--- src/rtl/core/assert_macros.svh ---
// ----------------------------------------------------------------------------
// assert_macros.svh
// assertion helpers of the core folder, included by triangle_classify_area
// ----------------------------------------------------------------------------
`ifndef ASSERT_MACROS_SVH
`define ASSERT_MACROS_SVH

// implication checked at every edge outside reset
`define ASSERT_IMPL(label, clk, rst, ante, cons) \
  label: assert property (@(posedge clk) disable iff (rst) (ante) |-> (cons)) \
    else $error("assertion failed: implication");

// property checked at every edge, reset included
`define ASSERT_ALWAYS(label, clk, prop) \
  label: assert property (@(posedge clk) (prop)) \
    else $error("assertion failed: invariant");

`endif

--- src/rtl/core/tca_pkg.sv ---
`timescale 1ns / 1ps
// ----------------------------------------------------------------------------
// tca_pkg
// widths, kind codes and stage payload types of the triangle classifier
// ----------------------------------------------------------------------------
package tca_pkg;

  // side length width, 4 to 12
  localparam int SIDE_WIDTH = 12;

  // derived arithmetic widths
  localparam int SUM_W  = SIDE_WIDTH + 2;        // a+b+c
  localparam int PAIR_W = SIDE_WIDTH + 1;        // sum of two sides
  localparam int DIF_W  = SIDE_WIDTH + 1;        // e.g. b+c-a
  localparam int P1_W   = SUM_W + DIF_W;
  localparam int P2_W   = 2 * DIF_W;
  localparam int PROD_W = P1_W + P2_W;
  localparam int ROOT_W = (PROD_W + 1) / 2;      // one root bit per stage
  localparam int RAD_W  = 2 * ROOT_W;
  localparam int REM_W  = ROOT_W + 1;
  localparam int AREA_W = 25;

  // result kind codes
  typedef enum logic [1:0] {
    KIND_NONE = 2'd0,
    KIND_EQUI = 2'd1,
    KIND_ISO  = 2'd2,
    KIND_SCAL = 2'd3
  } kind_t;

  // after classification: sum and the three differences
  typedef struct packed {
    kind_t              kind;
    logic [SUM_W-1:0]   s;
    logic [DIF_W-1:0]   d1;
    logic [DIF_W-1:0]   d2;
    logic [DIF_W-1:0]   d3;
  } cls_t;

  // after the multiplier stages
  typedef struct packed {
    kind_t              kind;
    logic [PROD_W-1:0]  prod;
  } mul_t;

  // square root pipeline state
  typedef struct packed {
    kind_t              kind;
    logic [RAD_W-1:0]   rad;
    logic [REM_W-1:0]   rem;
    logic [ROOT_W-1:0]  root;
  } rt_t;

endpackage

--- src/rtl/core/tca_mul.sv ---
`timescale 1ns / 1ps
// ----------------------------------------------------------------------------
// tca_mul
// two multiplier stages: pair products, then the full Heron product
// ----------------------------------------------------------------------------
module tca_mul (
  input  logic          clk,
  input  logic          rst,
  input  logic          in_valid,
  input  tca_pkg::cls_t in_data,
  output logic          ready,
  input  logic          nxt_ready,
  output logic          valid,
  output tca_pkg::mul_t data
);

  logic                      v2;
  logic                      ready3;
  tca_pkg::kind_t            kind2;
  logic [tca_pkg::P1_W-1:0]  p1;
  logic [tca_pkg::P2_W-1:0]  p2;

  assign ready  = !v2 || ready3;
  assign ready3 = !valid || nxt_ready;

  // stage 2 valid
  always_ff @(posedge clk) begin
    if (rst) begin
      v2 <= 1'b0;
    end else if (ready) begin
      v2 <= in_valid;
    end
  end

  // stage 2: sum times one difference, product of the other two
  always_ff @(posedge clk) begin
    if (ready) begin
      kind2 <= in_data.kind;
      p1    <= tca_pkg::P1_W'(in_data.s) * tca_pkg::P1_W'(in_data.d1);
      p2    <= tca_pkg::P2_W'(in_data.d2) * tca_pkg::P2_W'(in_data.d3);
    end
  end

  // stage 3 valid
  always_ff @(posedge clk) begin
    if (rst) begin
      valid <= 1'b0;
    end else if (ready3) begin
      valid <= v2;
    end
  end

  // stage 3: full product under the root
  always_ff @(posedge clk) begin
    if (ready3) begin
      data.kind <= kind2;
      data.prod <= tca_pkg::PROD_W'(p1) * tca_pkg::PROD_W'(p2);
    end
  end

endmodule

--- config.mk ---
export PLATFORM = sky130hd
export DESIGN_NAME = tca_mul
export DESIGN_NICKNAME = d
export VERILOG_FILES = /design/src/rtl/core/assert_macros.svh /design/src/rtl/core/tca_pkg.sv /design/src/rtl/core/tca_mul.sv
export SDC_FILE = /design/constraint.sdc
export NUM_CORES = 2
export LEC_CHECK = 0
export BUFFER_PORTS_ARGS = -buffer_cell sky130_fd_sc_hd__buf_4
export CAP_MARGIN = 20
export CORE_ASPECT_RATIO = 0.8
export CORE_MARGIN = 3
export CORE_UTILIZATION = 45
export DETAILED_ROUTE_END_ITERATION = 12
export GPL_ROUTABILITY_DRIVEN = 0
export PLACE_DENSITY = 0.66
export SLEW_MARGIN = 20
export SYNTH_ARGS = -nofsm -noshare
export SYNTH_HDL_FRONTEND = slang
export SYNTH_SLANG_ARGS = --single-unit
--- constraint.sdc ---
create_clock -name clk -period 13.8 [get_ports clk]
set_clock_uncertainty 0.1 [all_clocks]
set_input_delay 1.38 -clock clk [delete_from_list [all_inputs] [get_ports clk]]
set_output_delay 1.38 -clock clk [all_outputs]
set_load 0.02 [all_outputs]
# Word-level counts from Yosys, hierarchy flattened
# Cells that the tools add are included.
[totals] input_bits=59 regBits=112 output_inout_bits=57
[op_classes] n_reduce_logical=4 multipliers=3
[op_table] operator="$mul 27x26->53" count=1
[op_table] operator="$mul 14x13->27" count=1
[op_table] operator="$mul 13x13->26" count=1
[op_table] operator="$logic_not 1->1" count=2
[op_table] operator="$logic_or 1x1->1" count=2

# Logic depth before layout (Yosys ltp)
[depth] depth_word=3 ltp_mapped=27 mapped_depth_nobuf=25

# Least setup slack after synthesis
# No wires, ideal clock.
[synth_path] kind="register to register" start="register p2[5] (netlist bit)" end="register data[51] (netlist bit) (data pin)" setup_ns=0.260 arrival_ns=6.772 path_slack_ns=6.667 required_time_ns=13.440 period_less_slack_ns=7.133 stages_incl_launch_ff=27 path_cell_list="edfxtp_1 clkbuf_1 clkbuf_1 nand2_1 fa_1 inv_1 fa_1 inv_1 fa_1 fa_1 inv_1 fa_1 fa_1 inv_1 fa_1 inv_1 ha_1 a211oi_2 o21bai_1 a21oi_1 o2111ai_2 o2111ai_2 a31oi_2 a311o_1 a21o_1 a311oi_2 xnor2_1"
[synth_between] elab_chain_len=1
[synth_rtl] item="start, declared" line_no="tca_mul.sv:21" source="logic [tca_pkg::P2_W-1:0] p2;"
[synth_rtl] item="start signal, assigned" line_no="tca_mul.sv:40" source="p2 <= tca_pkg::P2_W'(in_data.d2) * tca_pkg::P2_W'(in_data.d3);"
[synth_rtl] item="$mul 27x26->53" line_no="tca_mul.sv:57" source="data.prod <= tca_pkg::PROD_W'(p1) * tca_pkg::PROD_W'(p2);"
[synth_rtl] item="end, declared" line_no="tca_mul.sv:14" source="output tca_pkg::mul_t data"
# No other way between the ends.
# A chain may end at the register's enable or synchronous reset.

# Worst setup path in the final report
[layout_path] start="register p1[22] (netlist bit)" end="register data[46] (netlist bit) (data pin)"
[layout_between] elab_chain_len=1
[layout_rtl] item="start, declared" line_no="tca_mul.sv:20" source="logic [tca_pkg::P1_W-1:0] p1;"
[layout_rtl] item="start signal, assigned" line_no="tca_mul.sv:39" source="p1 <= tca_pkg::P1_W'(in_data.s) * tca_pkg::P1_W'(in_data.d1);"
[layout_rtl] item="$mul 27x26->53" line_no="tca_mul.sv:57"
# No other way between the ends.

==> flow_summary.json <==
{
  "first_global_vias": 28100,
  "synth_fp_nets": 5198,
  "post_cts.repair.setup_buffers": 0,
  "floorplan.die.height_um": 263,
  "yosysSeqAreaShare_pct": 9.00,
  "detailedPlacementHpwl_um": 71900,
  "final-setup-viol-count": 0,
  "io_pins": 116,
  "post_drt_via_cell_ratio": 5.16,
  "layout.nets": 5191,
  "worstSetupPathType": "register to register",
  "cts-buffers-inserted": 9,
  "synth_async_sr_flop_share_pct": 0,
  "clk_path_buf_depth": 2,
  "rsz0062_at_grt": "false",
  "multi_input_area_um2": 29700,
  "critical_path.endpoint_type": "register",
  "status": "finished, final reports clean",
  "max_slew_margin_pct": 22.8,
  "report.final.slew_viol_count": 0,
  "cts_repair_resize_count": 0,
  "route.antenna.remaining_nets": 0,
  "synthesis.area_per_instance_um2": 9.40,
  "syn-cell-area_um2": 37200,
  "antenna_found_initial": 6,
  "die-width_um": 327,
  "synth_enable_flop_cells": 110,
  "post_route_cells_drive_above_1_share_pct": 5.14,
  "ys_ff_latch": 112,
  "ctsHoldBuffers": 0,
  "finish.utilization_pct": 48.5,
  "synth.yosys.warnings": 0,
  "synth-main-ff-cell": "sky130_fd_sc_hd__edfxtp_1",
  "worst_hold_path_type": "register to register",
  "grt_start_max_net_pins": 54,
  "yosys.area.top_type_share_pct": 45.9,
  "post_synth_main_area_contributors": "sky130_fd_sc_hd__fa_1, sky130_fd_sc_hd__ha_1, sky130_fd_sc_hd__inv_1, sky130_fd_sc_hd__edfxtp_1, sky130_fd_sc_hd__and2_1",
  "cts.sinks": 112,
  "ctsRootBufferMaster": "sky130_fd_sc_hd__clkbuf_16",
  "synth_top_area_cell": "sky130_fd_sc_hd__fa_1",
  "grt_first_pass_wirelength_um": 152000,
  "period_utilization_post_route_pct": 64.1,
  "setup_total_negative_slack_ps": 0,
  "n_fill_cell": 7599,
  "drt_iter0_drc": 1782,
  "die_area_um2": 86100,
  "clk_pin_slew_ps": 110,
  "post-synth-top-count-cell": "sky130_fd_sc_hd__inv_1",
  "timing_worst_slew_pin_value_ps": 1160,
  "cp_max_fo": 26,
  "place.port_buffers": 115,
  "synth.cells.most_frequent": "sky130_fd_sc_hd__inv_1, sky130_fd_sc_hd__fa_1, sky130_fd_sc_hd__nand2_1, sky130_fd_sc_hd__and2_1, sky130_fd_sc_hd__ha_1",
  "cts_tree": "done",
  "htreeDepth": 3,
  "clk_latency_ps": 430,
  "drt_drc_violations_left": 0,
  "worst_setup_path_start_kind": "register",
  "number_of_instances_in_the_synthesized_netlist": 3953,
  "hold_viol_final": 0,
  "vias": 26000,
  "worstHoldStart": "kind2[1]",
  "fp-row-count": 93,
  "post-route-min-period_ps": 8840,
  "globalRoute.totalOverflow": 0,
  "drt_pass_1_iters": 5,
  "max_clock_freq_ghz": 0.113,
  "wl_per_cell_um": 18.1,
  "netlist-cell-type-count": 61,
  "critPathRequiredTime_ps": 13870,
  "grt.total_usage_pct": 22.4,
  "dpl_cell_area_um2": 39000,
  "register_area_um2": 3340,
  "cp_data_arrival_time_ps": 8910,
  "startpoint": "p1[22]",
  "reg2reg_from": "p1[22]",
  "post-route-cell-area_um2": 39400,
  "wl_um": 91300,
  "design.core.area_um2": 81100,
  "max_cap_viol_count": 0,
  "floorplan.initialDensity_pct": 45.8,
  "area.growth.synth_to_final_pct": 5.94,
  "worst-r2r-setup-slack_ps": 4960
}
stage by stage:
step / setup WS, ps / instances / hold slack [ps]
global route: 4530 / 5044 / 337
CTS: 5120 / 5042 / 331
floorplan: 6670 / 3953 / 300
detailed placement: 5140 / 5026 / 305
finish: 4960 / 5044 / 329
global placement: 5040 / 5026 / 300
final cells by class:
class / instances / share of cell area [%]
well taps: 1092 / 3.47
clock inverters: 7 / 0.245
flip-flops and latches: 112 / 8.49
clock buffers: 9 / 0.572
repair buffers: 156 / 2.99
diodes: 1 / 0.00636
multi-input cells: 2740 / 75.4
inverters: 927 / 8.84
layer usage:
| metal | track usage, % | wire length (um) |
|---|---|---|
| met2 | 35.9 | 42500 |
| met5 | 0 | 9 |
| met3 | 4.19 | 6800 |
| met1 | 31.0 | 39300 |
| met4 | 6.61 | 2610 |
kinds of logic (layout without fill, tap and decap cells):
| kind of cell | count (synthesis) | count (layout) | share of synthesized area [%] |
|---|---|---|---|
| AO/OA/AOI/OAI | 232 | 232 | 4.33 |
| XOR/XNOR | 87 | 87 | 2.05 |
| adder cells (fa/ha/maj) | 1186 | 1186 | 57.1 |
| buffers and inverters | 1101 | 1099 | 11.2 |
| flip-flops | 112 | 112 | 9.00 |
| multiplexers | 1 | 1 | 0.0269 |
| other | 0 | 1 | 0 |
| AND/OR/NAND/NOR | 1234 | 1234 | 16.3 |
placed cells by master, fill, tap and decap left out, types with 6 or more instances in the layout:
cell                          n
sky130_fd_sc_hd__nand2b_1    14
sky130_fd_sc_hd__xor2_1      18
sky130_fd_sc_hd__o21bai_1    13
sky130_fd_sc_hd__a21oi_1     69
sky130_fd_sc_hd__buf_4      155
sky130_fd_sc_hd__inv_1      926
sky130_fd_sc_hd__a21o_1      25
sky130_fd_sc_hd__and2_1     506
sky130_fd_sc_hd__a211oi_1    12
sky130_fd_sc_hd__and3_1       7
sky130_fd_sc_hd__xnor2_1     69
sky130_fd_sc_hd__a21boi_0     6
sky130_fd_sc_hd__edfxtp_1   110
sky130_fd_sc_hd__ha_1       335
sky130_fd_sc_hd__nand2_1    586
sky130_fd_sc_hd__o21ai_1     10
sky130_fd_sc_hd__nor3_1      16
sky130_fd_sc_hd__o21ai_0     37
sky130_fd_sc_hd__clkbuf_16    9
sky130_fd_sc_hd__nor2b_1      9
sky130_fd_sc_hd__nor2_1      64
sky130_fd_sc_hd__nand3_1     12
sky130_fd_sc_hd__nand4_1      9
sky130_fd_sc_hd__fa_1       851
sky130_fd_sc_hd__o21a_1       9
flip-flops by register name (all words and copies together), names as in the netlist:
signal	count
p1	27
valid	1
data	55
kind2	2
v2	1
p2	26
worst max-delay path, stage by stage, from the launching register on:
cell	delay, ps
sky130_fd_sc_hd__edfxtp_1	1100
sky130_fd_sc_hd__nand2_1	190
sky130_fd_sc_hd__fa_1	600
sky130_fd_sc_hd__inv_1	50
sky130_fd_sc_hd__fa_1	480
sky130_fd_sc_hd__inv_1	60
sky130_fd_sc_hd__fa_1	540
sky130_fd_sc_hd__fa_1	520
sky130_fd_sc_hd__inv_1	50
sky130_fd_sc_hd__fa_1	580
sky130_fd_sc_hd__fa_1	440
sky130_fd_sc_hd__fa_1	440
sky130_fd_sc_hd__ha_1	400
sky130_fd_sc_hd__a21o_1	210
sky130_fd_sc_hd__a21o_1	200
sky130_fd_sc_hd__a2111oi_2	710
sky130_fd_sc_hd__nand3_1	200
sky130_fd_sc_hd__a211oi_1	720
sky130_fd_sc_hd__nor3_1	230
sky130_fd_sc_hd__nor2_2	220
sky130_fd_sc_hd__o21ai_1	130
sky130_fd_sc_hd__a221oi_1	300
sky130_fd_sc_hd__xnor2_1	100
worst paths after layout:
check / cells after the start / to
worst max-delay path: 22 / data[46]
worst min-delay path: 0 / data[54]
worst max register to register: 22 / data[46]
worst min register to register: 0 / data[54]
Power is left out: the tool's default activity adds up to more than one toggle a clock period on the data nets, which glitch-free logic cannot reach.
