## config.mk

```make
export PLATFORM = sky130hd
export DESIGN_NAME = tca_root_step
export DESIGN_NICKNAME = d
export VERILOG_FILES = /design/src/rtl/core/assert_macros.svh /design/src/rtl/core/tca_pkg.sv /design/src/rtl/core/tca_root_step.sv
export SDC_FILE = /design/constraint.sdc
export NUM_CORES = 1
export LEC_CHECK = 0
export BUFFER_PORTS_ARGS = -buffer_cell sky130_fd_sc_hd__buf_4
export CAP_MARGIN = 15
export CELL_PAD_IN_SITES_DETAIL_PLACEMENT = 1
export CELL_PAD_IN_SITES_GLOBAL_PLACEMENT = 2
export CORE_ASPECT_RATIO = 1.1
export CORE_UTILIZATION = 29
export DETAILED_ROUTE_END_ITERATION = 7
export GPL_TIMING_DRIVEN = 0
export PLACE_DENSITY_LB_ADDON = 0.15
export SLEW_MARGIN = 25
export SYNTH_ARGS = -nofsm -noshare
export SYNTH_HDL_FRONTEND = slang
export SYNTH_SLANG_ARGS = --single-unit
```

## constraint.sdc

```tcl
create_clock -name clk -period 4.1 [get_ports clk]
set_input_delay 0.205 -clock clk [delete_from_list [all_inputs] [get_ports clk]]
set_output_delay 0.205 -clock clk [all_outputs]
set_load 0.03 [all_outputs]
```

## src/rtl/core/assert_macros.svh

```systemverilog
// ----------------------------------------------------------------------------
// assert_macros.svh
// assertion helpers of the core folder, included by triangle_classify_area
// ----------------------------------------------------------------------------
`ifndef ASSERT_MACROS_SVH
`define ASSERT_MACROS_SVH

// implication checked at every edge outside reset
`define ASSERT_IMPL(label, clk, rst, ante, cons) \
  label: assert property (@(posedge clk) disable iff (rst) (ante) |-> (cons)) \
    else $error("assertion failed: implication");

// property checked at every edge, reset included
`define ASSERT_ALWAYS(label, clk, prop) \
  label: assert property (@(posedge clk) (prop)) \
    else $error("assertion failed: invariant");

`endif

```

## src/rtl/core/tca_pkg.sv

```systemverilog
`timescale 1ns / 1ps
// ----------------------------------------------------------------------------
// tca_pkg
// widths, kind codes and stage payload types of the triangle classifier
// ----------------------------------------------------------------------------
package tca_pkg;

  // side length width, 4 to 12
  localparam int SIDE_WIDTH = 12;

  // derived arithmetic widths
  localparam int SUM_W  = SIDE_WIDTH + 2;        // a+b+c
  localparam int PAIR_W = SIDE_WIDTH + 1;        // sum of two sides
  localparam int DIF_W  = SIDE_WIDTH + 1;        // e.g. b+c-a
  localparam int P1_W   = SUM_W + DIF_W;
  localparam int P2_W   = 2 * DIF_W;
  localparam int PROD_W = P1_W + P2_W;
  localparam int ROOT_W = (PROD_W + 1) / 2;      // one root bit per stage
  localparam int RAD_W  = 2 * ROOT_W;
  localparam int REM_W  = ROOT_W + 1;
  localparam int AREA_W = 25;

  // result kind codes
  typedef enum logic [1:0] {
    KIND_NONE = 2'd0,
    KIND_EQUI = 2'd1,
    KIND_ISO  = 2'd2,
    KIND_SCAL = 2'd3
  } kind_t;

  // after classification: sum and the three differences
  typedef struct packed {
    kind_t              kind;
    logic [SUM_W-1:0]   s;
    logic [DIF_W-1:0]   d1;
    logic [DIF_W-1:0]   d2;
    logic [DIF_W-1:0]   d3;
  } cls_t;

  // after the multiplier stages
  typedef struct packed {
    kind_t              kind;
    logic [PROD_W-1:0]  prod;
  } mul_t;

  // square root pipeline state
  typedef struct packed {
    kind_t              kind;
    logic [RAD_W-1:0]   rad;
    logic [REM_W-1:0]   rem;
    logic [ROOT_W-1:0]  root;
  } rt_t;

endpackage

```

## src/rtl/core/tca_root_step.sv

```systemverilog
`timescale 1ns / 1ps
// ----------------------------------------------------------------------------
// tca_root_step
// one registered stage of the digit-by-digit square root, one root bit
// ----------------------------------------------------------------------------
module tca_root_step (
  input  logic         clk,
  input  logic         rst,
  input  logic         in_valid,
  input  tca_pkg::rt_t in_data,
  output logic         ready,
  input  logic         nxt_ready,
  output logic         valid,
  output tca_pkg::rt_t data
);

  logic [tca_pkg::REM_W+1:0] rem2;
  logic [tca_pkg::REM_W+1:0] trial;
  logic [tca_pkg::REM_W+1:0] diff;
  logic                      take;
  tca_pkg::rt_t              data_next;

  // bring in two radicand bits, try root bit one
  always_comb begin
    rem2  = {in_data.rem, in_data.rad[tca_pkg::RAD_W-1 -: 2]};
    trial = (tca_pkg::REM_W + 2)'({in_data.root, 2'b01});
    diff  = rem2 - trial;
    take  = (rem2 >= trial);
    data_next.kind = in_data.kind;
    data_next.rad  = {in_data.rad[tca_pkg::RAD_W-3:0], 2'b00};
    data_next.rem  = take ? tca_pkg::REM_W'(diff) : tca_pkg::REM_W'(rem2);
    data_next.root = {in_data.root[tca_pkg::ROOT_W-2:0], take};
  end

  assign ready = !valid || nxt_ready;

  // stage register
  always_ff @(posedge clk) begin
    if (rst) begin
      valid <= 1'b0;
    end else if (ready) begin
      valid <= in_valid;
    end
  end

  always_ff @(posedge clk) begin
    if (ready) begin
      data <= data_next;
    end
  end

endmodule

```

---- After elaboration in Yosys (flattened, before gate mapping) ----
Index checks and enable logic that the tools add are counted.
W data, S select, Z words.
cells by class
  add/sub/neg operators ................... 1
  order comparisons ....................... 1
  muxes and demuxes ....................... 1
  reduce and logical (&&, ||, !) cells .... 2
operator list
  operator            count
  $ge A30 B29 Y1      1
  $mux W28            1
  $sub A28 B28 Y28    1
  $logic_not A1 Y1    1
  $logic_or A1 B1 Y1  1
word-level totals
  register bits after elaboration ......... 110
  input bits .............................. 115
  output and inout port bits .............. 113
  logic and storage cells ................. 10

---- Longest topological paths before layout ----
Gate-level depths: netlist of run 1.
  word-level depth ........................ 2
  mapped depth ............................ 11
  mapped depth without buffers ............ 10

---- Worst setup path before layout of run 1 ----
No wires, ideal clock.
  path type ............................... register to register
  from .................................... reg valid
  to ...................................... reg data[0] (netlist bit) (enable)
  setup time .............................. 498 ps
  arrival ................................. 3148 ps
  data required time ...................... 3602 ps
  path slack .............................. 453 ps
  stages on the path, launching flop included .. 2
  path buffers ............................ 0
  clock period less this slack ............ 3647 ps
  path through ............................ dfxtp_1 -> nand2b_1
between the ends
  word-level cells in the longest chain between the ends .. 2
RTL lines
  what                    line                 source
  start, declared         tca_root_step.sv:13  output logic valid,
  start signal, assigned  tca_root_step.sv:42  valid <= in_valid;
  $logic_not A1 Y1        tca_root_step.sv:35  assign ready = !valid || nxt_ready;
  $logic_or A1 B1 Y1      tca_root_step.sv:35
  net ready               tca_root_step.sv:11  output logic ready,
  end signal, assigned    tca_root_step.sv:48  data <= data_next;
  end, declared           tca_root_step.sv:14  output tca_pkg::rt_t data
The timed path passes the listed nets, and every way through them passes these cells.
A chain may end at the register's enable or synchronous reset.

==> results.ini, run 1 <==
[outcome]
run_status=completed

[power]
power_density_mw_per_mm2=425
p_leak_nw=3.43
ir_worst_vdd_v=0.000177

[yosys]
synth_ff_type=edfxtp_1
syn_inst=419
synth_top_cell_by_area=edfxtp_1
synth_common_cells=109 x edfxtp_1, 48 x nand2_1, 39 x inv_1
synth-warning-count=0
synth-seq-cells=110
async_reset_ff_frac=0
syn_area_mm2=0.00526
synth_edf_count=109
synthTopCellsByArea=edfxtp_1 62%, ha_1 6.9%, nand2_1 3.4%
synth_top_area_frac=0.622
ys_types=52
synth-seq-area-share=0.626
synth_most_common_cell=edfxtp_1
avgSynthCellArea_um2=12.6

[timing]
max_freq_mhz=403
fin_crit_ns=2.48
period_share=0.605
worst_pin_slew_ns=0.610
finalSetupTns_ns=0
timing.hold.ws_ns=0.0277
setup_viol=0
slew_viol_final=0
hold_viol=0
setup_ws_ns=1.62
rsz0062_at_grt=false
finClkSkew_ns=0.00694
relSlewSlack=0.593

[clocking]
cts_tree=built
cts-resized-gates=0
numCtsBuffers=9
clk_pin_slew_ns=0.08
cts_buffer_depth=2
cts_sinks=110
worstSkewPairLatency_ns=0.35
root_buffer=clkbuf_16
h-tree-depth=3

[floorplan]
io-pin-count=228
core_mm2=0.0177
die_area_mm2=0.0187
initial_utilization=0.297
die_w_um=130
die_height_um=143
rows=51

[hold_path]
holdPathStages=1
hp-class=in2reg
hp-start=in_data[93]

[route]
vias=4229
drc_errors=0
ant_nets=0
wirelength_um=15900
drt-initial-drc-count=124
dr.pass1.iters=4
routed_via_density=4.68
avgRoutedWirePerCell_um=17.6

[global_route]
grt_max_degree=41
antenna_found_initial=1
grt_pass1_wl_um=23700
grt_pass1_vias=4412
grtUsageTotal=0.170
gr-total-overflow=0

[setup_path]
path_cells=buf_4 > inv_1 > ha_1 > a21oi_1 > a311oi_4 > a21o_2 > a31oi_1 > or2b_1 > xnor2_1 > o21ai_0
worst-path-stages=10
rr_worst_depth=2
cp_slowest_stage_delay_ns=0.50
crit_slowest_cell=a21oi_1
arrival_ns=2.58
critical_path.top_delay_family=compound AO/OA/AOI/OAI gates
worst_ep_required_time_ns=4.20
reg2reg_from=valid$_SDFFE_PP0P_
critPathBufInv=2
crit_path_start_kind=input pin
path_max_fanout=5
critPathCaptureType=flop
critical_path_class=in2reg
crit_start=in_data[2]

[cells_and_area]
stdcell_area_mm2=0.00762
layout-drive-gt1-share=0.402
finish.utilization=0.430
n_fill_cell=2004
area_growth_pct=44.9
nNetsFinal=803

[place]
post_dp_cell_area_mm2=0.00730
post-place-ws_ns=1.20
numPortBuffers=225
dp_hpwl_um=12700
gp_congestion=0.757

[flow_run]
maxCapViolations=0

## flip-flops by register name (all words and copies together), names as in the netlist
signal	count
data	109
valid	1
## path summary, 6_finish.rpt
kind                         to  slack, ns
max          data[46]$_DFFE_PP_       1.62
min          data[95]$_DFFE_PP_       0.03
max reg2reg  data[11]$_DFFE_PP_       2.71
min reg2reg  data[58]$_DFFE_PP_       0.99
## cells by family after synthesis
| family | synth area share |
|---|---|
| flops | 0.626 |
| other cells | 0.000713 |
| mux | 0.00190 |
| xor+xnor | 0.0383 |
| fa+ha+maj | 0.0690 |
| compound gates | 0.144 |
| buf+inv | 0.0397 |
| simple gates | 0.0802 |
## cell usage in the layout (no fill, tap or decap), types with 2 or more instances in the layout
master / count
o21ai_1: 3
nand3_1: 5
o21a_1: 3
a21boi_0: 2
a31oi_1: 5
o21bai_1: 4
ha_1: 29
buf_4: 228
conb_1: 2
nand2_1: 48
o21ai_0: 34
xnor2_1: 15
nand2b_1: 3
a211oi_1: 3
clkbuf_16: 9
nand4_1: 4
nor3_1: 4
inv_1: 39
and3_1: 3
buf_12: 2
a21oi_1: 22
a211oi_2: 2
a211o_1: 2
buf_2: 7
a21o_1: 13
inv_8: 2
edfxtp_1: 109
xor2_1: 8
nor2_1: 19
clkinvlp_4: 2
o31ai_1: 3
## timing repair
item                                   CTS  global route
endpoints found under the hold margin    1             0
hold buffers                             1             0
setup buffers                            0             0
## through the flow
| step | instances | power, mW |
|---|---|---|
| floorplan | 420 | 1.98 |
| global placement | 883 | 2.34 |
| detailed placement | 885 | 2.35 |
| CTS | 902 | 3.28 |
| global route | 902 | 3.39 |
| finish | 903 | 3.24 |
## area by class of cell
class / count / area [um^2] / area share
antenna: 1 / 2.50 / 0.000328
buffer: 11 / 62.6 / 0.00821
clock buffer: 11 / 243 / 0.0319
clock inverter: 5 / 67.6 / 0.00887
inverter: 39 / 146 / 0.0192
multi-input combinational: 260 / 1770 / 0.232
sequential: 110 / 3290 / 0.432
tap: 238 / 298 / 0.0391
timing repair buffer: 228 / 1740 / 0.228
## layer usage
layer | vias up | global-route usage | routed length (um)
li1 | 2000 | - | -
met1 | 2061 | 0.200 | 6500
met2 | 155 | 0.302 | 7970
met3 | 13 | 0.0386 | 1190
met4 | 0 | 0.0575 | 225
met5 | - | 0 | 0
## power by group
| group | switching, mW | internal [mW] |
|---|---|---|
| Clock | 0.431 | 0.501 |
| Sequential | 0.0346 | 1.38 |
| Combinational | 0.544 | 0.352 |
| Total | 1.01 | 2.23 |
Note: power is estimated with default switching activity, not from simulation.
==> run 2: changes to the inputs <==
--- a/config.mk
+++ b/config.mk
@@ -10,7 +10,7 @@
 export CELL_PAD_IN_SITES_DETAIL_PLACEMENT = 1
 export CELL_PAD_IN_SITES_GLOBAL_PLACEMENT = 2
 export CORE_ASPECT_RATIO = 1.1
-export CORE_UTILIZATION = 29
+export CORE_UTILIZATION = 27
 export DETAILED_ROUTE_END_ITERATION = 7
 export GPL_TIMING_DRIVEN = 0
 export PLACE_DENSITY_LB_ADDON = 0.15
==> constraint.sdc (replaced) <==
create_clock -name clk -period 2.1 [get_ports clk]
set_input_delay 0.105 -clock clk [delete_from_list [all_inputs] [get_ports clk]]
set_output_delay 0.105 -clock clk [all_outputs]
set_load 0.03 [all_outputs]
==> run 2 against run 1 <==
  * Hold slack improved by 0.012 ns
  * First-iteration DRC count is 7.3% higher
  * Largest cell class unchanged
  * Highest routed layer unchanged
  * Sequential cell count unchanged
  * Non-clock buffer count grew 93
  * Cell area rose by 16%
  * Cell count is 11% higher
  * Count of clock-buffer cells in the layout shrank 2
  * Largest power group unchanged
  * Sequential power is 96% higher
  * Setup slack lost 1.5 ns
  * Critical endpoint is now data[47]$_DFFE_PP_
  * Register-to-register slack got worse by 2.3 ns
  * Critical path depth up 2
  * Clock power up 88%
==> results.ini, run 2 (synthesis results as in run 1) <==
[outcome]
run_status=completed

[place]
dp_cells=894
dp_hpwl_um=12300
post_dp_cell_area_mm2=0.00733
numPortBuffers=225
gp_congestion=0.762

[route]
avgRoutedWirePerCell_um=17.1
dr.pass1.iters=7
drc_errors=0
vias=4505
ant_nets=0
routed_via_density=4.48
drt-initial-drc-count=133
wirelength_um=17200

[clocking]
cts_sinks=110
h-tree-depth=3
worstSkewPairLatency_ns=0.35
clk_pin_slew_ns=0.08
cts_tree=built
cts_buffer_depth=2
numCtsBuffers=9
root_buffer=clkbuf_16

[cells_and_area]
finish.utilization=0.464
area_growth_pct=68.6
final_common_cell=buf_4
mostFrequentLayoutCells=237 x buf_4, 109 x edfxtp_1, 82 x dlygate4sd3_1
reg.largest.list=data (109), valid (1)
layout-drive-gt1-share=0.410
largest_register_ff_count=109
num_antenna_cells=0
top_register=data
n_fill_cell=2028
nNetsFinal=897
stdcell_area_mm2=0.00887
stdcell_count=1005

[global_route]
grtUsageTotal=0.171
grt_pass1_wl_um=26000
antenna_found_initial=0
gr-total-overflow=0
grt_max_degree=54
grt_pass1_vias=4822

[flow_run]
maxCapViolations=0

[hold_path]
hp-start=in_data[31]
min_to=data[33]$_DFFE_PP_
hp-class=in2reg
holdPathStages=3

[setup_path]
arrival_ns=2.21
reg2reg_from=valid$_SDFFE_PP0P_
rr_worst_depth=4
worst_ep_required_time_ns=2.29
path_max_fanout=5
rrSetupSlack_ns=0.46
critical_path_class=in2reg
rr_endpoint=valid$_SDFFE_PP0P_
crit_path_start_kind=input pin
critPathCaptureType=flop

[power]
p_switching_mw=2.12
p_int_mw=4.44
seqPwrFrac=0.421
p_leak_nw=3.89
clkPwrFrac=0.267
p_comb_frac=0.312
ir_worst_vdd_v=0.000373
power_density_mw_per_mm2=740
power_mw=6.56
switching_share=0.324

[timing]
finalSetupTns_ns=0
period_share=0.961
max_freq_mhz=496
slew_viol_final=0
setup_viol=0
rsz0062_at_grt=true
finClkSkew_ns=0.00708
fin_crit_ns=2.02
hold_viol=0

[floorplan]
io-pin-count=228
initial_utilization=0.275
core_mm2=0.0191
rows=53
die_height_um=148
die_w_um=135
die_area_mm2=0.0200

-- run 2: cell types whose count changed in the layout (fill, tap and decap cells not counted), sizes merged, moves of 2 or more --
cell         before  now
clkinvlp          2    0
buf             237  249
clkinv            0    4
dlygate4sd3       1   82
clkbuf           12   10
-- run 2: through the flow --
step                hold slack, ns  setup slack (ns)
finish                      0.0401            0.0818
detailed placement           0.264            -0.631
CTS                         0.0213           0.00165
global placement             0.261            -0.649
floorplan                    0.174         0.0000177
global route                0.0337           -0.0336
-- run 2: worst max path at each step --
stage                 from                 end  slack, ns  cells after the start
3_3_place_gp    in_data[0]  data[43]$_DFFE_PP_      -0.65                     11
6_report        in_data[5]  data[47]$_DFFE_PP_       0.08                     12
4_1_cts        in_data[15]  data[48]$_DFFE_PP_      0.002                     12
3_5_place_dp    in_data[7]  data[43]$_DFFE_PP_      -0.63                     11
5_1_grt         in_data[4]  data[47]$_DFFE_PP_      -0.03                     12
2_1_floorplan   in_data[0]  data[46]$_DFFE_PP_    0.00002                     10
-- run 2: layout make-up --
class                           instances  area [um^2]  area share
Clock buffer                            9          225      0.0254
Inverter                               39          146      0.0165
Buffer                                 11          113      0.0127
Multi-Input combinational cell        261         2030       0.229
Sequential cell                       110         3290       0.371
Clock inverter                          7         77.6     0.00875
Tap cell                              247          309      0.0349
Timing Repair Buffer                  321         2670       0.301
-- run 2: routing by layer --
layer	wire (um)	global-route usage
met1	6870	0.194
met4	219	0.0545
met2	8940	0.313
met3	1160	0.0402
met5	0	0
-- run 2: timing repair --
action | in CTS | in global routing
cloned | 1 | 0
resized for setup | 27 | 33
hold endpoints to repair | 81 | 0
hold buffers | 82 | 0
pin swaps | 8 | 13
buffers inserted | 9 | 3
endpoints found under the setup margin | 29 | 29
-- run 2: power groups by stage --
| stage | clock network [mW] | logic (mW) | registers [mW] |
|---|---|---|---|
| after floorplan | 0 | 0.560 | 3.29 |
| after global placement | 0 | 1.75 | 2.81 |
| after detailed placement | 0 | 1.77 | 2.81 |
| after CTS | 1.82 | 2.00 | 2.77 |
| after global routing | 1.90 | 2.20 | 2.78 |
| final | 1.75 | 2.05 | 2.76 |
-- run 2: worst max-delay path, stage by stage --
cell and delay, ns:
buf_4 0.11, inv_1 0.09, ha_4 0.23, a21oi_1 0.16, o21ai_2 0.08, a211o_1 0.35, o221ai_4 0.25, buf_6 0.14
a21boi_0 0.08, o21a_1 0.20, o21a_1 0.19, o31ai_2 0.22
