===== src/rtl/core/assert_macros.svh =====
// ----------------------------------------------------------------------------
// assert_macros.svh
// assertion helpers of the core folder, included by triangle_classify_area
// ----------------------------------------------------------------------------
`ifndef ASSERT_MACROS_SVH
`define ASSERT_MACROS_SVH

// implication checked at every edge outside reset
`define ASSERT_IMPL(label, clk, rst, ante, cons) \
  label: assert property (@(posedge clk) disable iff (rst) (ante) |-> (cons)) \
    else $error("assertion failed: implication");

// property checked at every edge, reset included
`define ASSERT_ALWAYS(label, clk, prop) \
  label: assert property (@(posedge clk) (prop)) \
    else $error("assertion failed: invariant");

`endif


===== src/rtl/core/tca_pkg.sv =====
`timescale 1ns / 1ps
// ----------------------------------------------------------------------------
// tca_pkg
// widths, kind codes and stage payload types of the triangle classifier
// ----------------------------------------------------------------------------
package tca_pkg;

  // side length width, 4 to 12
  localparam int SIDE_WIDTH = 12;

  // derived arithmetic widths
  localparam int SUM_W  = SIDE_WIDTH + 2;        // a+b+c
  localparam int PAIR_W = SIDE_WIDTH + 1;        // sum of two sides
  localparam int DIF_W  = SIDE_WIDTH + 1;        // e.g. b+c-a
  localparam int P1_W   = SUM_W + DIF_W;
  localparam int P2_W   = 2 * DIF_W;
  localparam int PROD_W = P1_W + P2_W;
  localparam int ROOT_W = (PROD_W + 1) / 2;      // one root bit per stage
  localparam int RAD_W  = 2 * ROOT_W;
  localparam int REM_W  = ROOT_W + 1;
  localparam int AREA_W = 25;

  // result kind codes
  typedef enum logic [1:0] {
    KIND_NONE = 2'd0,
    KIND_EQUI = 2'd1,
    KIND_ISO  = 2'd2,
    KIND_SCAL = 2'd3
  } kind_t;

  // after classification: sum and the three differences
  typedef struct packed {
    kind_t              kind;
    logic [SUM_W-1:0]   s;
    logic [DIF_W-1:0]   d1;
    logic [DIF_W-1:0]   d2;
    logic [DIF_W-1:0]   d3;
  } cls_t;

  // after the multiplier stages
  typedef struct packed {
    kind_t              kind;
    logic [PROD_W-1:0]  prod;
  } mul_t;

  // square root pipeline state
  typedef struct packed {
    kind_t              kind;
    logic [RAD_W-1:0]   rad;
    logic [REM_W-1:0]   rem;
    logic [ROOT_W-1:0]  root;
  } rt_t;

endpackage


===== src/rtl/core/tca_classify.sv =====
`timescale 1ns / 1ps
// ----------------------------------------------------------------------------
// tca_classify
// first stage: triangle test, kind, perimeter sum and side differences
// ----------------------------------------------------------------------------
module tca_classify (
  input  logic                           clk,
  input  logic                           rst,
  input  logic                           in_valid,
  input  logic [tca_pkg::SIDE_WIDTH-1:0] side_a,
  input  logic [tca_pkg::SIDE_WIDTH-1:0] side_b,
  input  logic [tca_pkg::SIDE_WIDTH-1:0] side_c,
  output logic                           ready,
  input  logic                           nxt_ready,
  output logic                           valid,
  output tca_pkg::cls_t                  data
);

  logic [tca_pkg::PAIR_W-1:0] ab;
  logic [tca_pkg::PAIR_W-1:0] ac;
  logic [tca_pkg::PAIR_W-1:0] bc;
  logic                       ok;
  tca_pkg::cls_t              data_next;

  // pair sums and the strict inequality test
  always_comb begin
    ab = tca_pkg::PAIR_W'(side_a) + tca_pkg::PAIR_W'(side_b);
    ac = tca_pkg::PAIR_W'(side_a) + tca_pkg::PAIR_W'(side_c);
    bc = tca_pkg::PAIR_W'(side_b) + tca_pkg::PAIR_W'(side_c);
    ok = (side_a != '0) && (side_b != '0) && (side_c != '0) &&
         (ab > tca_pkg::PAIR_W'(side_c)) && (ac > tca_pkg::PAIR_W'(side_b)) &&
         (bc > tca_pkg::PAIR_W'(side_a));
  end

  // kind and product factors, factors zeroed for a non-triangle
  always_comb begin
    data_next = '0;
    data_next.kind = tca_pkg::KIND_NONE;
    if (ok) begin
      if (side_a == side_b && side_b == side_c) begin
        data_next.kind = tca_pkg::KIND_EQUI;
      end else if (side_a == side_b || side_b == side_c || side_a == side_c) begin
        data_next.kind = tca_pkg::KIND_ISO;
      end else begin
        data_next.kind = tca_pkg::KIND_SCAL;
      end
      data_next.s  = tca_pkg::SUM_W'(ab) + tca_pkg::SUM_W'(side_c);
      data_next.d1 = bc - tca_pkg::DIF_W'(side_a);
      data_next.d2 = ac - tca_pkg::DIF_W'(side_b);
      data_next.d3 = ab - tca_pkg::DIF_W'(side_c);
    end
  end

  assign ready = !valid || nxt_ready;

  // stage register
  always_ff @(posedge clk) begin
    if (rst) begin
      valid <= 1'b0;
    end else if (ready) begin
      valid <= in_valid;
    end
  end

  always_ff @(posedge clk) begin
    if (ready) begin
      data <= data_next;
    end
  end

endmodule


===== config.mk =====
export PLATFORM = sky130hd
export DESIGN_NAME = tca_classify
export DESIGN_NICKNAME = d
export VERILOG_FILES = /design/src/rtl/core/assert_macros.svh /design/src/rtl/core/tca_pkg.sv /design/src/rtl/core/tca_classify.sv
export SDC_FILE = /design/constraint.sdc
export NUM_CORES = 1
export LEC_CHECK = 0
export BUFFER_PORTS_ARGS = -buffer_cell sky130_fd_sc_hd__buf_2
export CAP_MARGIN = 20
export CORE_AREA = 2 2 125 127
export DETAILED_ROUTE_END_ITERATION = 8
export DIE_AREA = 0 0 127 129
export PLACE_DENSITY_LB_ADDON = 0.2
export SLEW_MARGIN = 20
export SYNTH_ARGS = -nofsm -noshare
export SYNTH_HDL_FRONTEND = slang
export SYNTH_SLANG_ARGS = --single-unit

===== constraint.sdc =====
create_clock -name clk -period 13.3 [get_ports clk]
set_input_delay 2.66 -clock clk [delete_from_list [all_inputs] [get_ports clk]]
set_output_delay 2.66 -clock clk [all_outputs]
set_load 0.01 [all_outputs]

After elaboration in Yosys (flattened, before gate mapping):

Index checks and enable logic that the tools add are counted.

* add/subtract/negate cells: 7
* magnitude comparators: 3
* equality and inequality tests: 3
* mux-type cells: 2
* bitwise gates (word level): 1
* reductions and logical operators: 14

Operators with widths (number)
* $add 12x12->13: 3
* $gt 13x12->1: 3
* $sub 13x12->13: 3
* $eq 12x12->1: 3
* $reduce_bool 12->1: 3
* $add 13x12->14: 1
* $logic_and 1x1->1: 6
* $logic_or 1x1->1: 3
* $mux 1: 2
* $reduce_or 2->1: 1
* $logic_not 1->1: 1
* $not 1->1: 1

* register bits: 56
* input bits: 40
* word-level logic and storage cells: 37

Longest topological paths before layout:

Gate-level depths: netlist (run 1).

* depth in word-level cells: 8
* mapped depth: 20

Least setup slack after synthesis (run 1):

Ideal clock, no wire load.

* kind: input -> output
* start point: in nxt_ready
* end point: out ready
* arrival time: 4082 ps
* data required time: 10640 ps
* path slack: 6558 ps
* cell stages on the path: 1
* path buffers: 0
* path through: nand2b_1

* word-level cells in the longest chain between the ends: 1

Ends and longest elaborated chain
* from (decl): RTL line tca_classify.sv:14 `input logic nxt_ready,`
* $logic_or 1x1->1: RTL line tca_classify.sv:54 `assign ready = !valid || nxt_ready;`
* to (decl): RTL line tca_classify.sv:13 `output logic ready,`

No other way between the ends.

Final worst setup path (run 1):

* start point: in side_b[0] (netlist name)
* end point: reg data[49] (netlist name) (data pin)

* word-level cells in the longest chain between the ends: 6
* elaborated cells between the ends (all ways): 12

Ends and longest elaborated chain
* from (decl): RTL line tca_classify.sv:11 `input logic [tca_pkg::SIDE_WIDTH-1:0] side_b,`
* branches (longest 6 deep; another with $add 12x12->13)
* to (signal assigned): RTL line tca_classify.sv:67 `data <= data_next;`
* to (decl): RTL line tca_classify.sv:16 `output tca_pkg::cls_t data`

Several ways; the timed one is not identified.
A chain may end at the register's enable or synchronous reset.

==> results of run 1 <==
## stage by stage
stage          hold WS [ns]  util (%)  setup WS, ns
2_1_floorplan          1.79         -          6.56
3_3_place_gp           1.15      43.7          6.27
3_5_place_dp           1.17      43.7          6.22
4_1_cts                1.18      44.7          6.55
5_1_grt                1.22      44.7          6.17
6_report               1.14      44.7          6.56
## worst max-delay path by stage
| stage | startpoint | end | slack (ns) | cells past startpoint |
|---|---|---|---|---|
| floorplan | nxt_ready | ready | 6.56 | 1 |
| global placement | side_b[0] | data[44]$_SDFFCE_PN0P_ | 6.27 | 18 |
| detailed placement | side_b[0] | data[29]$_SDFFCE_PN0P_ | 6.22 | 18 |
| CTS | side_b[1] | data[29]$_SDFFCE_PN0P_ | 6.55 | 20 |
| global route | side_b[1] | data[7]$_SDFFCE_PN0P_ | 6.17 | 20 |
| finish | side_b[0] | data[49]$_SDFFCE_PN0P_ | 6.56 | 18 |
## Yosys cell counts (all sizes together) (2+ instances only)
master | instances | share of area (%)
nand3 | 13 | 1.1
o21ai | 26 | 2.4
o22ai | 3 | 0.32
ha | 85 | 18
buf | 11 | 1.6
nand4 | 6 | 0.63
o41ai | 3 | 0.44
a211o | 2 | 0.30
nor3 | 22 | 2.2
o311ai | 2 | 0.59
or3 | 2 | 0.21
fa | 7 | 2.4
o31a | 2 | 0.30
xnor2 | 42 | 6.2
a21o | 14 | 1.8
inv | 64 | 4.1
nor2 | 82 | 5.3
a21oi | 54 | 4.8
clkbuf | 4 | 0.25
o2111ai | 3 | 0.65
and3 | 2 | 0.21
or2 | 5 | 0.53
edfxtp | 54 | 27
a41oi | 2 | 0.30
o211ai | 6 | 1.2
nor3b | 2 | 0.34
o21bai | 9 | 1.1
a31oi | 7 | 0.84
a2111oi | 2 | 0.40
nor4 | 20 | 2.1
o21a | 5 | 0.63
nand2b | 13 | 1.4
xor2 | 22 | 3.3
nor2b | 12 | 1.4
o31ai | 5 | 1.0
nand2 | 29 | 1.8
nand3b | 2 | 0.25
a211oi | 5 | 0.72
## logic make-up after synthesis
kind of cell,Yosys count,synth area share [%]
AO/OA/AOI/OAI,153,18.6
XOR/XNOR,64,9.46
adder cells (fa/ha/maj),92,20.3
buffers and inverters,79,5.91
flip-flops,55,27.7
multiplexers,2,0.359
AND/OR/NAND/NOR,211,17.7
## per-layer routing
| layer | track usage, % | up-vias |
|---|---|---|
| met5 | 0 | - |
| met4 | 6.66 | 0 |
| met3 | 2.70 | 20 |
| met2 | 34.4 | 128 |
| met1 | 26.8 | 2424 |
| li1 | - | 2522 |
## critical path, stage by stage
cell,delay (ns)
sky130_fd_sc_hd__buf_2,0.16
sky130_fd_sc_hd__ha_1,0.22
sky130_fd_sc_hd__fa_1,0.42
sky130_fd_sc_hd__a211o_1,0.29
sky130_fd_sc_hd__o211ai_2,0.11
sky130_fd_sc_hd__nand2b_1,0.08
sky130_fd_sc_hd__a21oi_1,0.18
sky130_fd_sc_hd__xnor2_1,0.18
sky130_fd_sc_hd__ha_1,0.34
sky130_fd_sc_hd__a21oi_1,0.23
sky130_fd_sc_hd__nor2_1,0.06
sky130_fd_sc_hd__o21a_1,0.18
sky130_fd_sc_hd__o31a_1,0.27
sky130_fd_sc_hd__o311ai_1,0.40
sky130_fd_sc_hd__nand2_1,0.21
sky130_fd_sc_hd__o211ai_4,0.10
sky130_fd_sc_hd__buf_4,0.49
sky130_fd_sc_hd__nor2_1,0.11
## sequential cells by signal (all words and copies together), names as in the netlist
register and cells:
data 54, valid 1
## power by group
part,internal [mW],switching [mW],leakage [nW]
clock,0.0702,0.0657,0.0708
sequential,0.245,0.00952,0.627
combinational,0.200,0.288,2.42
## cells in the final DEF, fill, tap and decap left out, drive strengths merged, types with 20 or more instances in the layout
cell | netlist | final
xnor2 | 42 | 42
nor2 | 82 | 82
o21ai | 26 | 26
xor2 | 22 | 22
ha | 85 | 85
buf | 11 | 98
a21oi | 54 | 54
nor4 | 20 | 20
nor3 | 22 | 22
edfxtp | 54 | 54
nand2 | 29 | 29
inv | 64 | 64
## cell type report
cell class	count	area, µm²	area share [%]
Multi-Input combinational cell	522	3930	58.8
Sequential cell	55	1640	24.5
Timing Repair Buffer	98	495	7.41
Inverter	64	240	3.59
Tap cell	188	235	3.52
Clock buffer	6	129	1.93
Clock inverter	2	13.8	0.206
==> metrics.txt, run 1 <==
met3 wirelength from detailed routing=around 670 µm; Die Ht=129 µm; worst-case clock buffer depth=2; final-report setup violation count=0; leakage power summed over all cells=3.12 nW; total design power=879 µW; hold violation count in the final report=0; Num CTS Buffers=5; vias per inst=5.45; area of the mapped netlist=5920 µm²; r2r endpoint=data[31]$_SDFFCE_PN0P_; async set-reset flop share out of synthesis=0%; standard cell area after detailed placement=6550 µm²; Core Box Area=15000 µm²; fraction of final layout cells sized beyond drive strength 1=19.1%; highest metal layer used by the detailed router=met4; clock tree from TritonCTS=built; fraction of the cycle the final worst path needs=50.6%; Max Fclk=0.148 GHz; number of sinks on the clock net=55; fraction of the yosys area taken by sequential cells=27.7%; vias in the first global route=4904; source of the worst hold timing path=valid$_SDFFE_PP0P_; final net count=approximately 880; synthesis warning total=0; fill count=roughly 1.5k; latest clock arrival within the worst-skew pair=0.31 ns; pin count of the biggest net entering global routing=56; number of gates given a new drive strength after cts=0; run status=finished, final reports clean; RePlAce Congestion=roughly 0.9; met2 layer wire length in the routed design=roughly 8000 µm; Netlist cell types=66; crit path DAT=6.78 ns; total DRC errors in the routed layout=0; type of destination of the critical path=register; full die area=16400 µm²; worst min-delay path endpoint=data[13]$_SDFFCE_PN0P_; worst supply voltage drop on vdd=between 0.04 and 0.05 mV; R2R setup slack=11.82 ns; Hold-fix buffers, CTS=0; Starting DRT DRC Count=between 300 and 400; Hold WC Path Type=reg2reg; P&R area growth vs syn=12.9%; met1 wire length=roughly 7400 µm; Crit Path Category=in2reg; startpoint type of the worst setup path=input pin; flip-flop cell with the highest count after synthesis=sky130_fd_sc_hd__edfxtp_1; number of H-tree branching levels=2; clock slew at the register clock pins of the worst setup and hold paths=0.07 ns; max cap viols=0; number of antenna violations at the first check in global routing=1; total I/O pin count=97; worst relative slew slack=about half; all-layer global routing usage=20.3%; Mapped Cells=~660; post-route clock skew=0.00753 ns; clock tree root buffer cell=sky130_fd_sc_hd__clkbuf_16; setup fix buffers added after clock tree synthesis=0; effective utilization at floorplan=between 30% and 40%; Slew Limit Fails=0; wire length of the first global-routing pass=25700 µm; unrepaired setup endpoints after global routing=false; slew of the pin with the lowest slew margin=0.762 ns; top fanout value on the critical path=between 50 and 60; number of stages on the worst hold path=2; final wirelength=16200 µm; net count of the mapped netlist=roughly 790; post-route minimum period=6.74 ns; global route overflow=0; number of optimization iterations in the first detailed-route pass=5; die width=127 µm; routed wire length per instance=about 17 µm; std cell rows=45; antenna violation net count after detailed routing=0; final design instance area without fill=6690 µm²; instance count after placement with tap cells included=927; number of flops mapped to enable cells by yosys=54; register bit total from synthesis=55; power per cell area=about 130 nW/µm²; port bufs=96; depth of the most critical reg-to-reg path=2; launch instance of the worst register-to-register path=valid$_SDFFE_PP0P_; post-detailed-placement half-perimeter wirelength=13000 µm; mean instance size in the synthesized netlist=9.03 µm²; non-filler instance count after layout=935; via count=5094; ANT cells=0; total negative slack=0 ns; Req. time, crit path=13.35 ns
(Power assumes the default switching activity.)
==> run 2: changes to the inputs <==
==> constraint.sdc (replaced) <==
create_clock -name clk -period 6.4 [get_ports clk]
set_input_delay 1.28 -clock clk [delete_from_list [all_inputs] [get_ports clk]]
set_output_delay 1.28 -clock clk [all_outputs]
set_load 0.01 [all_outputs]
==> run 2 against run 1 <==
Effect of this change: worst setup slack worse by 5.6 ns; clock-buffer cell count decreased by 1; register-to-register slack got worse by 6.9 ns; cell count grew 0.21%; sequential power increased by 110%; critical path type unchanged; critical endpoint is now data[24]$_SDFFCE_PN0P_; largest power group unchanged.
==> metrics.txt, run 2 (synthesized netlist as in run 1, its figures left out) <==
Hold WC Path Type=reg2reg; largest stage delay on the critical path=just over 0.4 ns; wire length of the first global-routing pass=25500 µm; number of sinks on the clock net=55; vias per inst=between 5 and 6; setup slack after placement=0.649 ns; effective utilization at floorplan=about two fifths; fill count=around 1.5k; pin count of the biggest net entering global routing=35; Largest register FFs=between 50 and 60; total negative slack=0 ns; ANT cells=0; slew of the pin with the lowest slew margin=0.742 ns; run status=finished, final reports clean; crit path DAT=approximately 5.5 ns; clock tree root buffer cell=sky130_fd_sc_hd__clkbuf_16; Hold-fix buffers, CTS=0; max cap viols=0; largest delay contributor family on the critical path=compound AO/OA/AOI/OAI gates; source of the worst hold timing path=valid$_SDFFE_PP0P_; Biggest register=data; post-layout worst setup margin=about 0.93 ns; post-detailed-placement half-perimeter wirelength=13100 µm; total DRC errors in the routed layout=0; chain of cells forming the critical path=buf_2 > ha_1 > a21o_1 > a21oi_1 > o21ai_0 > a31oi_1 > nor2b_1 > o21a_1 > nor2_1 > xnor2_1 > ha_1 > nand2_1 > nor2_1 > o21ai_0 > o21bai_1 > o311ai_1 > nand2_1 > o211ai_4 > buf_4 > nor2_1; r2r endpoint=data[16]$_SDFFCE_PN0P_; full die area=approximately 16000 µm²; via count=5135; final net count=880; leakage power summed over all cells=approximately 3.1 nW; post-route minimum period=5.47 ns; number of optimization iterations in the first detailed-route pass=5; total I/O pin count=slightly below 100; worst-case clock buffer depth=2; master of the slowest instance on the critical path=sky130_fd_sc_hd__ha_1; port bufs=96; Crit Path Category=in2reg; Die Ht=129 µm; buffers and inverters on the worst path=2; registers with the most flip-flops=data x54, valid x1; Core Box Area=between 10000 and 15000 µm²; post-route clock skew=0.0106 ns; worst relative slew slack=49.2%; number of H-tree branching levels=2; die width=~130 µm; non-filler instance count after layout=937; fraction of the cycle the final worst path needs=85.4%; global route overflow=0; routed wire length per instance=17.5 µm; fraction of final layout cells sized beyond drive strength 1=between 10% and 20%; Num CTS Buffers=5; P&R area growth vs syn=13.6%; type of destination of the critical path=register; hold violation count in the final report=0; latest clock arrival within the worst-skew pair=0.31 ns; Req. time, crit path=6.46 ns; Starting DRT DRC Count=339; antenna violation net count after detailed routing=0; startpoint type of the worst setup path=input pin; final-report setup violation count=0; clock tree from TritonCTS=built; std cell rows=45; RePlAce Congestion=0.931; number of gates given a new drive strength after cts=0; instance count after placement with tap cells included=929; Max Fclk=0.183 GHz; clock slew at the register clock pins of the worst setup and hold paths=0.08 ns; setup fix buffers added after clock tree synthesis=0; most common library cell in the layout ignoring fill and taps=sky130_fd_sc_hd__buf_2; launch instance of the worst register-to-register path=valid$_SDFFE_PP0P_; all-layer global routing usage=between 20% and 30%; R2R setup slack=about 5 ns; depth of the most critical reg-to-reg path=3; final wirelength=16400 µm; Crit path top cell by count=sky130_fd_sc_hd__nor2_1; unrepaired setup endpoints after global routing=false; worst min-delay path endpoint=data[54]$_SDFFCE_PP0P_; hold slack final=0.869 ns; number of antenna violations at the first check in global routing=0; vias in the first global route=4931; worst supply voltage drop on vdd=0.110 mV; top fanout value on the critical path=24; leading cell types in the layout, fill and taps excluded=96 x sky130_fd_sc_hd__buf_2, 85 x sky130_fd_sc_hd__ha_1, 79 x sky130_fd_sc_hd__nor2_1; power per cell area=279 nW/µm²; number of stages on the worst hold path=2; Slew Limit Fails=0
==> run 2: cell types whose count changed in the layout (fill, tap and decap cells not counted), sizes merged <==
cell,before,now
buf,98,100
bufinv,0,1
clkbuf,6,5
clkinv,2,1
inv,64,65
==> run 2: cell type report <==
type                    count  area (µm²)  area share [%]
clock inverters             3        42.5           0.632
flip-flops and latches     55        1640            24.4
well taps                 188         235            3.50
multi-input cells         522        3930            58.5
repair buffers            100         510            7.59
inverters                  64         240            3.57
clock buffers               5         125            1.86
==> run 2: layer usage <==
metal / up-vias / track usage, % / part of all wire [%]
met2: 139 / 35.2 / 49
li1: 2538 / - / -
met1: 2429 / 25.0 / 44
met4: 0 / 6.79 / 2.6
met3: 29 / 3.41 / 5.0
met5: - / 0 / 0
==> run 2: worst max-delay path by stage <==
stage / startpoint / to / slack (ns) / cells past startpoint
after floorplan: side_a[0] / data[22]$_SDFFCE_PN0P_ / 1.73 / 17
after global placement: side_a[0] / data[22]$_SDFFCE_PN0P_ / 0.66 / 18
after detailed placement: side_a[0] / data[24]$_SDFFCE_PN0P_ / 0.65 / 18
after CTS: side_b[1] / data[54]$_SDFFCE_PP0P_ / 0.98 / 20
after global routing: side_b[1] / data[24]$_SDFFCE_PN0P_ / 0.58 / 20
final: side_b[1] / data[24]$_SDFFCE_PN0P_ / 0.93 / 20
==> run 2: per-stage QoR <==
stage	util [%]	total power, mW	area (µm²)
2_1_floorplan	-	1.30	5920
3_3_place_gp	43.8	1.54	6560
3_5_place_dp	43.8	1.56	6560
4_1_cts	44.9	1.90	6730
5_1_grt	44.9	2.02	6730
6_report	44.9	1.88	6730
==> run 2: tightest hold or removal path, delay by kind of cell, from the launching register on <==
kind | cells | cell delay [ns]
flip-flops | 1 | 0.34
buffers and inverters | 1 | 0.26
AND/OR/NAND/NOR | 1 | 0.05
==> run 2: power breakdown <==
group	internal, mW	leakage (nW)	switching [mW]
logic	0.419	2.43	0.605
clock network	0.185	0.0818	0.141
registers	0.509	0.627	0.0206
total	1.11	3.14	0.766
==> run 3: changes to the inputs <==
--- a/config.mk
+++ b/config.mk
@@ -5,7 +5,7 @@
 export SDC_FILE = /design/constraint.sdc
 export NUM_CORES = 1
 export LEC_CHECK = 0
-export BUFFER_PORTS_ARGS = -buffer_cell sky130_fd_sc_hd__buf_2
+export BUFFER_PORTS_ARGS = -buffer_cell sky130_fd_sc_hd__buf_4
 export CAP_MARGIN = 20
 export CORE_AREA = 2 2 125 127
 export DETAILED_ROUTE_END_ITERATION = 8
==> run 3 against run 2 <==
Effect of this change: non-clock buffer count unchanged; global-route usage up 0.54 points; cell count unchanged; worst setup slack better by 0.064 ns; utilization up 1.5 points; critical path type unchanged; critical endpoint unchanged.
==> metrics.txt, run 3 (synthesized netlist as in run 1, its figures left out) <==
via count=5110; Die Ht=129 µm; met3 wirelength from detailed routing=712 µm; type of destination of the critical path=register; P&R area growth vs syn=17.3%; Max Fclk=between 0.15 and 0.2 GHz; non-filler instance count after layout=937; latest clock arrival within the worst-skew pair=0.31 ns; worst relative slew slack=47.4%; R2R setup slack=approximately 5 ns; Starting DRT DRC Count=325; final design instance area without fill=6950 µm²; number of antenna violations at the first check in global routing=0; final core utilization=around 46%; run status=finished, final reports clean; final wirelength=16700 µm; routed wire length per instance=~18 µm; Slew Limit Fails=0; Biggest register=data; met2 layer wire length in the routed design=8160 µm; fraction of the cycle the final worst path needs=84.4%; post-route clock skew=0.00838 ns; vias in the first global route=between 5k and 6k; number of gates given a new drive strength after cts=0; effective utilization at floorplan=39.5%; RePlAce Congestion=0.944; ANT cells=0; launch instance of the worst register-to-register path=valid$_SDFFE_PP0P_; Largest register FFs=54; depth of the most critical reg-to-reg path=3; leading cell types in the layout, fill and taps excluded=100 x sky130_fd_sc_hd__buf_4, 85 x sky130_fd_sc_hd__ha_1, 79 x sky130_fd_sc_hd__nor2_1; leakage power summed over all cells=around 3.2 nW; worst-case clock buffer depth=2; Crit Path Category=in2reg; max cap viols=0; full die area=16400 µm²; clock tree from TritonCTS=built; met1 wire length=7390 µm; post-route minimum period=5.40 ns; Num CTS Buffers=5; Req. time, crit path=6.46 ns; final-report setup violation count=0; all-layer global routing usage=20.6%; r2r endpoint=data[16]$_SDFFCE_PN0P_; number of optimization iterations in the first detailed-route pass=5; total DRC errors in the routed layout=0; most common library cell in the layout ignoring fill and taps=sky130_fd_sc_hd__buf_4; crit path DAT=5.46 ns; antenna violation net count after detailed routing=0; Core Box Area=15000 µm²; clock slew at the register clock pins of the worst setup and hold paths=0.07 ns; instance count after placement with tap cells included=929; worst supply voltage drop on vdd=0.106 mV; fraction of final layout cells sized beyond drive strength 1=19.4%; setup fix buffers added after clock tree synthesis=0; final net count=880; highest metal layer used by the detailed router=met4; top fanout value on the critical path=24; port bufs=96; standard cell area after detailed placement=6800 µm²; global route overflow=0; total I/O pin count=97; Hold-fix buffers, CTS=0; number of H-tree branching levels=2; vias per inst=about 5.5; slew of the pin with the lowest slew margin=0.785 ns; unrepaired setup endpoints after global routing=false; pin count of the biggest net entering global routing=35; total design power=1.90 mW; startpoint type of the worst setup path=input pin; die width=~130 µm; number of sinks on the clock net=between 50 and 60; registers with the most flip-flops=data x54, valid x1; power per cell area=273 nW/µm²; Hold WC Path Type=reg2reg; total negative slack=0 ns; Worst Setup EP=data[24]$_SDFFCE_PN0P_; wire length of the first global-routing pass=26100 µm; std cell rows=45; crit path from=side_b[1]; post-detailed-placement half-perimeter wirelength=13400 µm; hold violation count in the final report=0; clock tree root buffer cell=sky130_fd_sc_hd__clkbuf_16
[run 3: report_power, final]
part           switching [mW]  internal [mW]
sequential             0.0248          0.509
combinational           0.606          0.472
clock                   0.138          0.145
total                   0.769           1.13
[run 3: how the worst min path moves through the flow]
stage          slack [ns]                from  cells past startpoint                      to
2_1_floorplan        1.35                 rst                      1      valid$_SDFFE_PP0P_
4_1_cts              0.90  valid$_SDFFE_PP0P_                      2  data[43]$_SDFFCE_PN0P_
3_5_place_dp         0.89  valid$_SDFFE_PP0P_                      2  data[54]$_SDFFCE_PP0P_
3_3_place_gp         0.87  valid$_SDFFE_PP0P_                      2  data[14]$_SDFFCE_PN0P_
5_1_grt              0.94  valid$_SDFFE_PP0P_                      2  data[13]$_SDFFCE_PN0P_
6_report             0.88  valid$_SDFFE_PP0P_                      2  data[53]$_SDFFCE_PN0P_
[run 3: layer usage]
| layer | GRT usage [%] | vias to the layer above |
|---|---|---|
| met2 | 35.9 | 143 |
| met3 | 2.79 | 27 |
| met5 | 0 | - |
| met4 | 6.66 | 0 |
| met1 | 26.5 | 2412 |
| li1 | - | 2528 |
[run 3: area by class of cell]
cell class              count  area, µm²
clock buffers               5        125
clock inverters             3       20.0
fillers                  1485       8030
inverters                  64        240
multi-input cells         522       3930
flip-flops and latches     55       1640
well taps                 188        235
repair buffers            100        751
[run 3: stage by stage]
step                worst slack, ns  hold slack, ns
finish                        0.999           0.882
global route                  0.626           0.940
CTS                           0.959           0.904
detailed placement            0.655           0.889
global placement              0.634           0.874
floorplan                      1.73            1.35
[run 3: worst max-delay path, cell delays in order]
cell	delay, ns
sky130_fd_sc_hd__buf_4	0.15
sky130_fd_sc_hd__ha_1	0.31
sky130_fd_sc_hd__a21o_1	0.19
sky130_fd_sc_hd__a21oi_1	0.25
sky130_fd_sc_hd__o21ai_0	0.14
sky130_fd_sc_hd__a31oi_1	0.28
sky130_fd_sc_hd__nor2b_1	0.08
sky130_fd_sc_hd__o21a_1	0.18
sky130_fd_sc_hd__nor2_1	0.11
sky130_fd_sc_hd__xnor2_1	0.19
sky130_fd_sc_hd__ha_1	0.41
sky130_fd_sc_hd__o21a_1	0.24
sky130_fd_sc_hd__o31a_1	0.13
sky130_fd_sc_hd__o311ai_1	0.41
sky130_fd_sc_hd__nand2_1	0.27
sky130_fd_sc_hd__o211ai_4	0.39
sky130_fd_sc_hd__buf_4	0.35
sky130_fd_sc_hd__nor2_1	0.08
